## config.mk

```make
export PLATFORM = sky130hd
export DESIGN_NAME = lru_key_value_cache_flat
export DESIGN_NICKNAME = d
export VERILOG_FILES = /design/src/rtl/lkv_pkg.sv /design/src/rtl/lkv_req_if.sv /design/src/rtl/lkv_rsp_if.sv /design/src/rtl/lru_key_value_cache.sv /design/src/rtl/lkv_in_stage.sv /design/src/rtl/lkv_store.sv /design/src/flat_wrapper.sv
export SDC_FILE = /design/constraint.sdc
export NUM_CORES = 2
export LEC_CHECK = 0
export BUFFER_PORTS_ARGS = -buffer_cell sky130_fd_sc_hd__buf_2
export CORE_MARGIN = 2
export CORE_UTILIZATION = 41
export DETAILED_ROUTE_END_ITERATION = 16
export PLACE_DENSITY = 0.61
export SETUP_SLACK_MARGIN = 0.15
export SLEW_MARGIN = 15
export SYNTH_ARGS = -nofsm -noshare
export SYNTH_HDL_FRONTEND = slang
export SYNTH_SLANG_ARGS = --single-unit
```

## constraint.sdc

```tcl
create_clock -name clk -period 7.18 [get_ports clk]
set_input_delay 0.718 -clock clk [delete_from_list [all_inputs] [get_ports clk]]
set_output_delay 0.718 -clock clk [all_outputs]
set_load 0.02 [all_outputs]
```

## src/rtl/lkv_pkg.sv

```systemverilog
package lkv_pkg;

  localparam int ENTRIES_DEF = 16;
  localparam int CAP_W       = 5;
  localparam int DATA_W      = 32;

  localparam logic [CAP_W-1:0] CAP_RESET = CAP_W'(16);

  typedef logic signed [DATA_W-1:0] word_t;

  typedef enum logic {
    ACT_GET = 1'b0,
    ACT_PUT = 1'b1
  } action_t;

  typedef struct packed {
    action_t action;
    word_t   key;
    word_t   value;
  } req_t;

  typedef struct packed {
    logic  hit;
    word_t read_value;
  } rsp_t;

endpackage

```

## src/rtl/lkv_req_if.sv

```systemverilog
interface lkv_req_if;
  logic             valid;
  logic             ready;
  lkv_pkg::action_t action;
  lkv_pkg::word_t   key;
  lkv_pkg::word_t   value;

  modport source (output valid, output action, output key, output value, input ready);
  modport sink   (input valid, input action, input key, input value, output ready);
endinterface

```

## src/rtl/lkv_rsp_if.sv

```systemverilog
interface lkv_rsp_if;
  logic           valid;
  logic           ready;
  logic           hit;
  lkv_pkg::word_t read_value;

  modport source (output valid, output hit, output read_value, input ready);
  modport sink   (input valid, input hit, input read_value, output ready);
endinterface

```

## src/rtl/lru_key_value_cache.sv

```systemverilog
// Channel  Direction  Payload                      Handshake
// in_if    sink       action, key, value           valid/ready
// out_if   source     hit, read_value              valid/ready
// cfg      write      cfg_wdata -> capacity        cfg_we, no ready
//
// One request per cycle while out_if is not stalled. A request sits in the
// input register; then key compare, slot pick and age update write the entry
// state and the result register together.
// Synchronous reset clears valid bits and live count and sets capacity to 16.
// A stalled result holds the request stage, which still takes a new request
// in the cycle the result is taken.
module lru_key_value_cache #(
  parameter int ENTRIES = lkv_pkg::ENTRIES_DEF
) (
  input  logic                      clk,
  input  logic                      rst_n,
  lkv_req_if.sink                   in_if,
  lkv_rsp_if.source                 out_if,
  input  logic                      cfg_we,
  input  logic [lkv_pkg::CAP_W-1:0] cfg_wdata
);
  import lkv_pkg::*;

  logic [CAP_W-1:0] capacity_r;
  logic             req_valid, go;
  req_t             req;
  rsp_t             rsp, rsp_r;
  logic             out_valid_r, out_valid_nxt;

  lkv_in_stage u_in (
    .clk       (clk),
    .rst_n     (rst_n),
    .in_if     (in_if),
    .take      (go),
    .req_valid (req_valid),
    .req       (req)
  );

  lkv_store #(.ENTRIES(ENTRIES)) u_store (
    .clk   (clk),
    .rst_n (rst_n),
    .go    (go),
    .req   (req),
    .cap   (capacity_r),
    .rsp   (rsp)
  );

  // advance when the result slot is empty or being drained
  assign go = req_valid && (!out_valid_r || out_if.ready);

  always_comb begin
    out_valid_nxt = out_valid_r;
    if (go) begin
      out_valid_nxt = 1'b1;
    end else if (out_if.ready) begin
      out_valid_nxt = 1'b0;
    end
  end

  always_ff @(posedge clk) begin
    if (!rst_n) begin
      out_valid_r <= 1'b0;
      capacity_r  <= CAP_RESET;
    end else begin
      out_valid_r <= out_valid_nxt;
      if (cfg_we) begin
        capacity_r <= cfg_wdata;
      end
    end
  end

  always_ff @(posedge clk) begin
    if (go) begin
      rsp_r <= rsp;
    end
  end

  assign out_if.valid      = out_valid_r;
  assign out_if.hit        = rsp_r.hit;
  assign out_if.read_value = rsp_r.read_value;
endmodule

```

## src/rtl/lkv_in_stage.sv

```systemverilog
module lkv_in_stage (
  input  logic            clk,
  input  logic            rst_n,
  lkv_req_if.sink         in_if,
  input  logic            take,
  output logic            req_valid,
  output lkv_pkg::req_t   req
);
  import lkv_pkg::*;

  logic vld_r, vld_nxt;
  req_t req_r;
  logic accept;

  assign in_if.ready = !vld_r || take;
  assign accept      = in_if.valid && in_if.ready;

  always_comb begin
    vld_nxt = vld_r;
    if (accept) begin
      vld_nxt = 1'b1;
    end else if (take) begin
      vld_nxt = 1'b0;
    end
  end

  always_ff @(posedge clk) begin
    if (!rst_n) begin
      vld_r <= 1'b0;
    end else begin
      vld_r <= vld_nxt;
    end
  end

  always_ff @(posedge clk) begin
    if (accept) begin
      req_r <= '{action: in_if.action, key: in_if.key, value: in_if.value};
    end
  end

  assign req_valid = vld_r;
  assign req       = req_r;
endmodule

```

## src/rtl/lkv_store.sv

```systemverilog
module lkv_store #(
  parameter int ENTRIES = lkv_pkg::ENTRIES_DEF
) (
  input  logic                      clk,
  input  logic                      rst_n,
  input  logic                      go,
  input  lkv_pkg::req_t             req,
  input  logic [lkv_pkg::CAP_W-1:0] cap,
  output lkv_pkg::rsp_t             rsp
);
  import lkv_pkg::*;

  localparam int AW = (ENTRIES > 1) ? $clog2(ENTRIES) : 1;
  localparam int CW = $clog2(ENTRIES + 1);
  localparam int MW = (CW > CAP_W) ? CW : CAP_W;

  logic [ENTRIES-1:0] valid_r, valid_nxt;
  logic [CW-1:0]      count_r, count_nxt;
  word_t              key_r  [ENTRIES];
  word_t              data_r [ENTRIES];
  logic [AW-1:0]      age_r  [ENTRIES];
  logic [AW-1:0]      age_nxt[ENTRIES];

  logic [ENTRIES-1:0] hit_vec, free_vec, victim_vec, tgt_vec;
  logic               hit, is_put, alloc, has_room, upd, tgt_was_valid;
  word_t              hit_data;
  logic [AW-1:0]      hit_age, oldest, tgt_old_age;
  logic [MW-1:0]      cap_m, cnt_m, eff_cap;

  always_comb begin
    hit_data = '0;
    hit_age  = '0;
    for (int i = 0; i < ENTRIES; i++) begin
      hit_vec[i]    = valid_r[i] && (key_r[i] == req.key);
      victim_vec[i] = valid_r[i] && (age_r[i] == oldest);
      hit_data      = hit_data | (hit_vec[i] ? data_r[i] : '0);
      hit_age       = hit_age | (hit_vec[i] ? age_r[i] : '0);
    end
  end

  // lowest clear bit of the valid vector
  assign free_vec = (valid_r + ENTRIES'(1)) & ~valid_r;
  // ages form a permutation of 0..count-1, so the oldest has age count-1
  assign oldest   = AW'(count_r - CW'(1));

  assign hit    = |hit_vec;
  assign is_put = (req.action == ACT_PUT);

  always_comb begin
    cap_m = MW'(cap);
    cnt_m = MW'(count_r);
    if (cap_m == '0) begin
      eff_cap = MW'(1);
    end else if (cap_m > MW'(ENTRIES)) begin
      eff_cap = MW'(ENTRIES);
    end else begin
      eff_cap = cap_m;
    end
  end

  assign has_room      = cnt_m < eff_cap;
  assign alloc         = is_put && !hit && has_room;
  assign upd           = hit || is_put;
  assign tgt_vec       = hit ? hit_vec : (alloc ? free_vec : victim_vec);
  assign tgt_was_valid = hit || !alloc;
  assign tgt_old_age   = hit ? hit_age : oldest;

  always_comb begin
    for (int i = 0; i < ENTRIES; i++) begin
      if (tgt_vec[i]) begin
        age_nxt[i] = '0;
      end else if (valid_r[i] && (!tgt_was_valid || age_r[i] < tgt_old_age)) begin
        age_nxt[i] = age_r[i] + AW'(1);
      end else begin
        age_nxt[i] = age_r[i];
      end
    end
    valid_nxt = valid_r | tgt_vec;
    count_nxt = count_r + CW'(alloc);
  end

  always_ff @(posedge clk) begin
    if (!rst_n) begin
      valid_r <= '0;
      count_r <= '0;
    end else if (go && upd) begin
      valid_r <= valid_nxt;
      count_r <= count_nxt;
    end
  end

  always_ff @(posedge clk) begin
    if (go && upd) begin
      for (int i = 0; i < ENTRIES; i++) begin
        age_r[i] <= age_nxt[i];
        if (tgt_vec[i] && is_put) begin
          data_r[i] <= req.value;
          if (!hit) begin
            key_r[i] <= req.key;
          end
        end
      end
    end
  end

  assign rsp.hit        = hit;
  assign rsp.read_value = (!is_put && hit) ? hit_data : '0;
endmodule
```

## src/flat_wrapper.sv

```systemverilog
// flat-port wrapper written by rule: the top's interface ports become plain ports
module lru_key_value_cache_flat import lkv_pkg::*;
#(
  parameter int ENTRIES = lkv_pkg::ENTRIES_DEF
)
  (clk, rst_n, cfg_we, cfg_wdata, in_if_valid, in_if_action, in_if_key, in_if_value, in_if_ready, out_if_valid, out_if_hit, out_if_read_value, out_if_ready);
  lkv_req_if in_if_i ();
  lkv_rsp_if out_if_i ();
  input  logic clk;
  input  logic rst_n;
  input  logic cfg_we;
  input  logic [lkv_pkg::CAP_W-1:0] cfg_wdata;
  input wire logic [$bits(in_if_i.valid)-1:0] in_if_valid;
  input wire logic [$bits(in_if_i.action)-1:0] in_if_action;
  input wire logic [$bits(in_if_i.key)-1:0] in_if_key;
  input wire logic [$bits(in_if_i.value)-1:0] in_if_value;
  output wire logic [$bits(in_if_i.ready)-1:0] in_if_ready;
  output wire logic [$bits(out_if_i.valid)-1:0] out_if_valid;
  output wire logic [$bits(out_if_i.hit)-1:0] out_if_hit;
  output wire logic [$bits(out_if_i.read_value)-1:0] out_if_read_value;
  input wire logic [$bits(out_if_i.ready)-1:0] out_if_ready;
  assign in_if_i.valid = in_if_valid;
  assign in_if_i.action = in_if_action;
  assign in_if_i.key = in_if_key;
  assign in_if_i.value = in_if_value;
  assign in_if_ready = in_if_i.ready;
  assign out_if_valid = out_if_i.valid;
  assign out_if_hit = out_if_i.hit;
  assign out_if_read_value = out_if_i.read_value;
  assign out_if_i.ready = out_if_ready;
  lru_key_value_cache #(.ENTRIES(ENTRIES)) u_core (.clk(clk), .rst_n(rst_n), .in_if(in_if_i), .out_if(out_if_i), .cfg_we(cfg_we), .cfg_wdata(cfg_wdata));
endmodule
```

==> parameters.txt <==
Parameter                              Value

Placed design
  Detailed Place HPWL ... a little over 90000 um
  Count of placed standard cells including taps ... around 5000
  Number of buffers added on ports ... 109
  Gpl congestion ... between 0.8 and 0.9

Routing
  Count of nets left with antenna violations after detail routing ... 0
  DRC errors left ... 0
  1st-iter DRT viols ... 4313
  Vias per inst ... 5.90
  Total Routed Length ... ~150000 um
  Avg WL per Cell ... ~29 um
  Routed vias ... between 30000 and 40000
  First-pass DRT Iterations ... 6

Global route
  Number of global-route vias before repair ... ~30000
  Wire length of the first global-routing pass ... roughly 210000 um
  Initial antenna violation count ... 5
  Total global-route track usage ... 0.232
  Largest net degree at the start of global routing ... 40
  Remaining Overflow, GRT ... 0

Min path
  Worst Hold Depth ... 1
  Hold path startpoint ... in_if_value[19]
  Worst hold path class ... input pin to flop
  Hold Path Sink ... u_core.u_in.req[19]

Worst setup path
  Startpoint-to-endpoint class of the critical path ... flop to flop
  CP Data Arrival Time ... 6.23 ns
  Critical register-to-register path endpoint ... u_core.u_store.data_r[0][197]
  Peak per-stage delay on the critical path ... about 1.1 ns
  Sum of buffers and inverters on the critical path ... 3
  CP Launch Type ... flop
  Critical Path RT ... 7.60 ns
  FF-to-FF setup slack ... 1.37 ns
  Cell type group with the largest total delay on the critical path ... simple AND/OR/NAND/NOR gates
  Worst reg2reg path startpoint ... u_core.u_in.req[46]
  Sequence of cells on the critical path ... buf_4 > xnor2_1 > nand4_1 > nor4_1 > and3b_2 > nor4_1 > and4_4 > inv_4 > o21bai_1 > nor2b_4 > buf_4
  Register-to-Register Path Depth ... 11
  Largest fanout of any net on the critical path ... 22
  Slowest cell on crit path ... edfxtp_1
  Critical path capture point type ... flop

CTS
  Clk Tree Root Cell ... clkbuf_16
  Post CTS Setup Buffer Count ... 0
  Resized cells post-CTS ... 0
  Clock latency of the later-clocked register in the worst-skew pair ... about 0.78 ns
  Maximum buffer depth of the clock tree ... 3
  Number of clock buffers inserted by TritonCTS ... around 130
  CTS tree ... built
  CTS Sinks ... roughly 1200
  Total of hold buffers inserted after clock tree synthesis ... 0
  H-tree level count ... 4
  Clock-pin transition on the worst setup and hold timing paths ... around 0.06 ns

Synth
  Post-Synthesis Cell Area ... between 50000 and 60000 sq um
  Share of synthesized cell area in full adder, half adder and majority cells ... 0.0108
  Mean cell area of the mapped netlist ... 15.7 sq um
  XOR/XNOR share of the synthesized area ... 0.103
  Seq cells post-synth ... around 1200
  Cells after synthesis ... ~3300
  Post-synthesis sequential area ratio ... 0.706
  Synth Net Count ... about 3400
  Simple-gate share of the synthesized area ... 0.0789
  Largest family of logic cells by synthesized area ... XOR/XNOR gates
  Main flop type after synthesis ... edfxtp_1
  Number of flops mapped to enable cells by yosys ... 1186
  Fraction of synthesized area in multiplexers ... 0.00139
  Async S/R FF share, synth ... 0
  Total number of yosys warnings ... 0
  Post-synthesis compound-gate area fraction ... 0.0754
  Synth unique cells ... 69

STA
  Upper clock frequency limit ... 0.172 GHz
  RSZ-0062 raised after global routing ... false
  Final Max Tran Viols ... 0
  Final hold violation count ... 0
  Transition time at the pin with the least slew margin ... approximately 1.2 ns
  Max_slew headroom ... 0.189
  Summed negative setup slack over all endpoints ... 0 ns
  Number of setup violations in the final report ... 0
  Crit share post-route ... 0.809
  Worst Skew ... 0.0391 ns
  Crit path time final ... approximately 5.8 ns

Die
  X dimension of the die ... between 300 and 400 um
  Die Y ... roughly 360 um
  I/O pin count ... 110
  Initial Utilization ... 0.414
  Row Count ... 129
  Full die area ... approximately 130000 sq um
  CORE AREA ... around 120000 sq um

Pwr
  Cell Int Power ... ~0.012 W
  Leakage power figure ... 18.1 nW
  Power per cell area ... ~260 nW/um^2
  Comb power frac ... 0.039
  Worst VDD drop ... 0.249 mV
  Switching power total ... roughly 0.0033 W
  Net Sw Frac ... 0.218
  Power share of the clock group ... 0.436
  Sequential fraction of design power ... 0.525

Finish
  Final layout net count ... between 3000 and 4000
  Relative area change from synthesis to final layout ... 13.5%
  Final standard cell utilization of the core ... 0.469
  Final instance count without filler cells ... between 5000 and 6000
  Fillcell total ... 10600
  Ratio of cells with drive above 1 in the final layout ... 0.140

Outcome
  Status ... complete, no violations

Flow run
  Max capacitance violation total ... 0
==> cells in the mapped netlist, types with 21 or more instances <==
cell       count  area (sq um)
edfxtp_1    1186         35600
xnor2_1      512          4480
nand4_1      210          1310
a221oi_1     136          1190
a22o_1       134          1170
nor2_1       119           447
xor2_1        89           780
clkbuf_1      73           274
nand3_1       73           365
nand2_1       72           270
nor4_1        50           313
buf_6         43           484
inv_1         42           158
nand2b_1      41           257
ha_1          39           488
nor3_1        35           175
o2111ai_1     33           289
a41oi_1       32           280
buf_4         30           225
dfxtp_1       28           561
a21oi_1       26           130
nor2b_1       23           144
and2_1        21           131
==> worst max path at each step <==
stage                              startpoint                            end  slack, ns  depth (start not counted)
after detailed placement  u_core.u_in.req[46]  u_core.u_store.data_r[0][240]       1.56                         11
after CTS                 u_core.u_in.req[46]  u_core.u_store.data_r[0][224]       1.51                         11
after global routing      u_core.u_in.req[46]  u_core.u_store.data_r[0][207]       1.24                         11
after floorplan                  out_if_ready     u_core.u_store.key_r[0][0]       1.28                          5
after global placement    u_core.u_in.req[46]  u_core.u_store.data_r[0][206]       1.60                         11
final                     u_core.u_in.req[46]  u_core.u_store.data_r[0][197]       1.37                         11
==> logic make-up after synthesis <==
group / count (synthesis)
flip-flops: 1214
AND/OR/NAND/NOR: 717
adder cells (fa/ha/maj): 45
XOR/XNOR: 601
buffers and inverters: 213
AO/OA/AOI/OAI: 470
multiplexers: 7
==> cells in the final DEF (no fill, tap or decap), drive strengths merged, types with 14 or more instances in the layout <==
master | Yosys | final
a21oi | 29 | 29
a221oi | 136 | 136
a22o | 134 | 134
a31oi | 16 | 16
a41oi | 34 | 34
and2 | 21 | 21
and3 | 17 | 17
buf | 96 | 238
clkbuf | 73 | 169
clkinv | 0 | 46
dfxtp | 28 | 28
edfxtp | 1186 | 1186
ha | 39 | 39
inv | 44 | 51
nand2 | 72 | 72
nand2b | 41 | 41
nand3 | 73 | 73
nand4 | 210 | 210
nor2 | 119 | 119
nor2b | 23 | 23
nor3 | 36 | 36
nor4 | 58 | 58
o2111ai | 33 | 33
o21a | 14 | 14
o21ai | 22 | 22
xnor2 | 512 | 512
xor2 | 89 | 89
==> cell type report <==
class / count / area (sq um) / share of cell area
sequential: 1214 / 36200 / 0.622
inverter: 44 / 168 / 0.00288
tap: 1637 / 2050 / 0.0352
antenna: 2 / 5.00 / 0.0000860
clock inverter: 66 / 582 / 0.0100
clock buffer: 169 / 3550 / 0.0610
timing repair buffer: 238 / 1610 / 0.0277
multi-input combinational: 1840 / 14000 / 0.241
==> routing by layer <==
layer | GRT usage | up-vias | part of all wire
li1 | - | 13200 | -
met1 | 0.344 | 15800 | 0.44
met2 | 0.348 | 1535 | 0.44
met3 | 0.0500 | 183 | 0.093
met4 | 0.0556 | 4 | 0.020
met5 | 0 | - | 0.00019
==> metrics by stage <==
stage / cell area, sq um / power (W) / hold slack (ns) / setup slack (ns)
6_report: 58200 / 0.0151 / 0.114 / 1.37
5_1_grt: 58200 / 0.0155 / 0.0761 / 1.24
4_1_cts: 58200 / 0.0151 / 0.0647 / 1.51
3_5_place_dp: 54000 / 0.00864 / 0.505 / 1.56
3_3_place_gp: 54000 / 0.00863 / 0.497 / 1.60
2_1_floorplan: 51300 / 0.00839 / 0.477 / 1.28
==> registers in the layout (all words and copies together) (netlist names) <==
register and flops:
u_core.u_store.age_r 64, u_core.u_store.valid_r 16, u_core.capacity_r 5, u_core.u_in.req_valid 1
u_core.out_if.valid 1, u_core.out_if.read_value 32, u_core.u_in.req 65, u_core.u_store.data_r 512
u_core.out_if.hit 1, u_core.u_store.key_r 512, u_core.u_store.cnt_m 5
==> power groups by stage <==
stage | registers, W | clock network [W] | logic, W
after floorplan | 0.00804 | 0 | 0.000352
after global placement | 0.00806 | 0 | 0.000578
after detailed placement | 0.00806 | 0 | 0.000581
after CTS | 0.00791 | 0.00665 | 0.000584
after global routing | 0.00792 | 0.00691 | 0.000623
final | 0.00791 | 0.00656 | 0.000585
(Power assumes the default switching activity.)
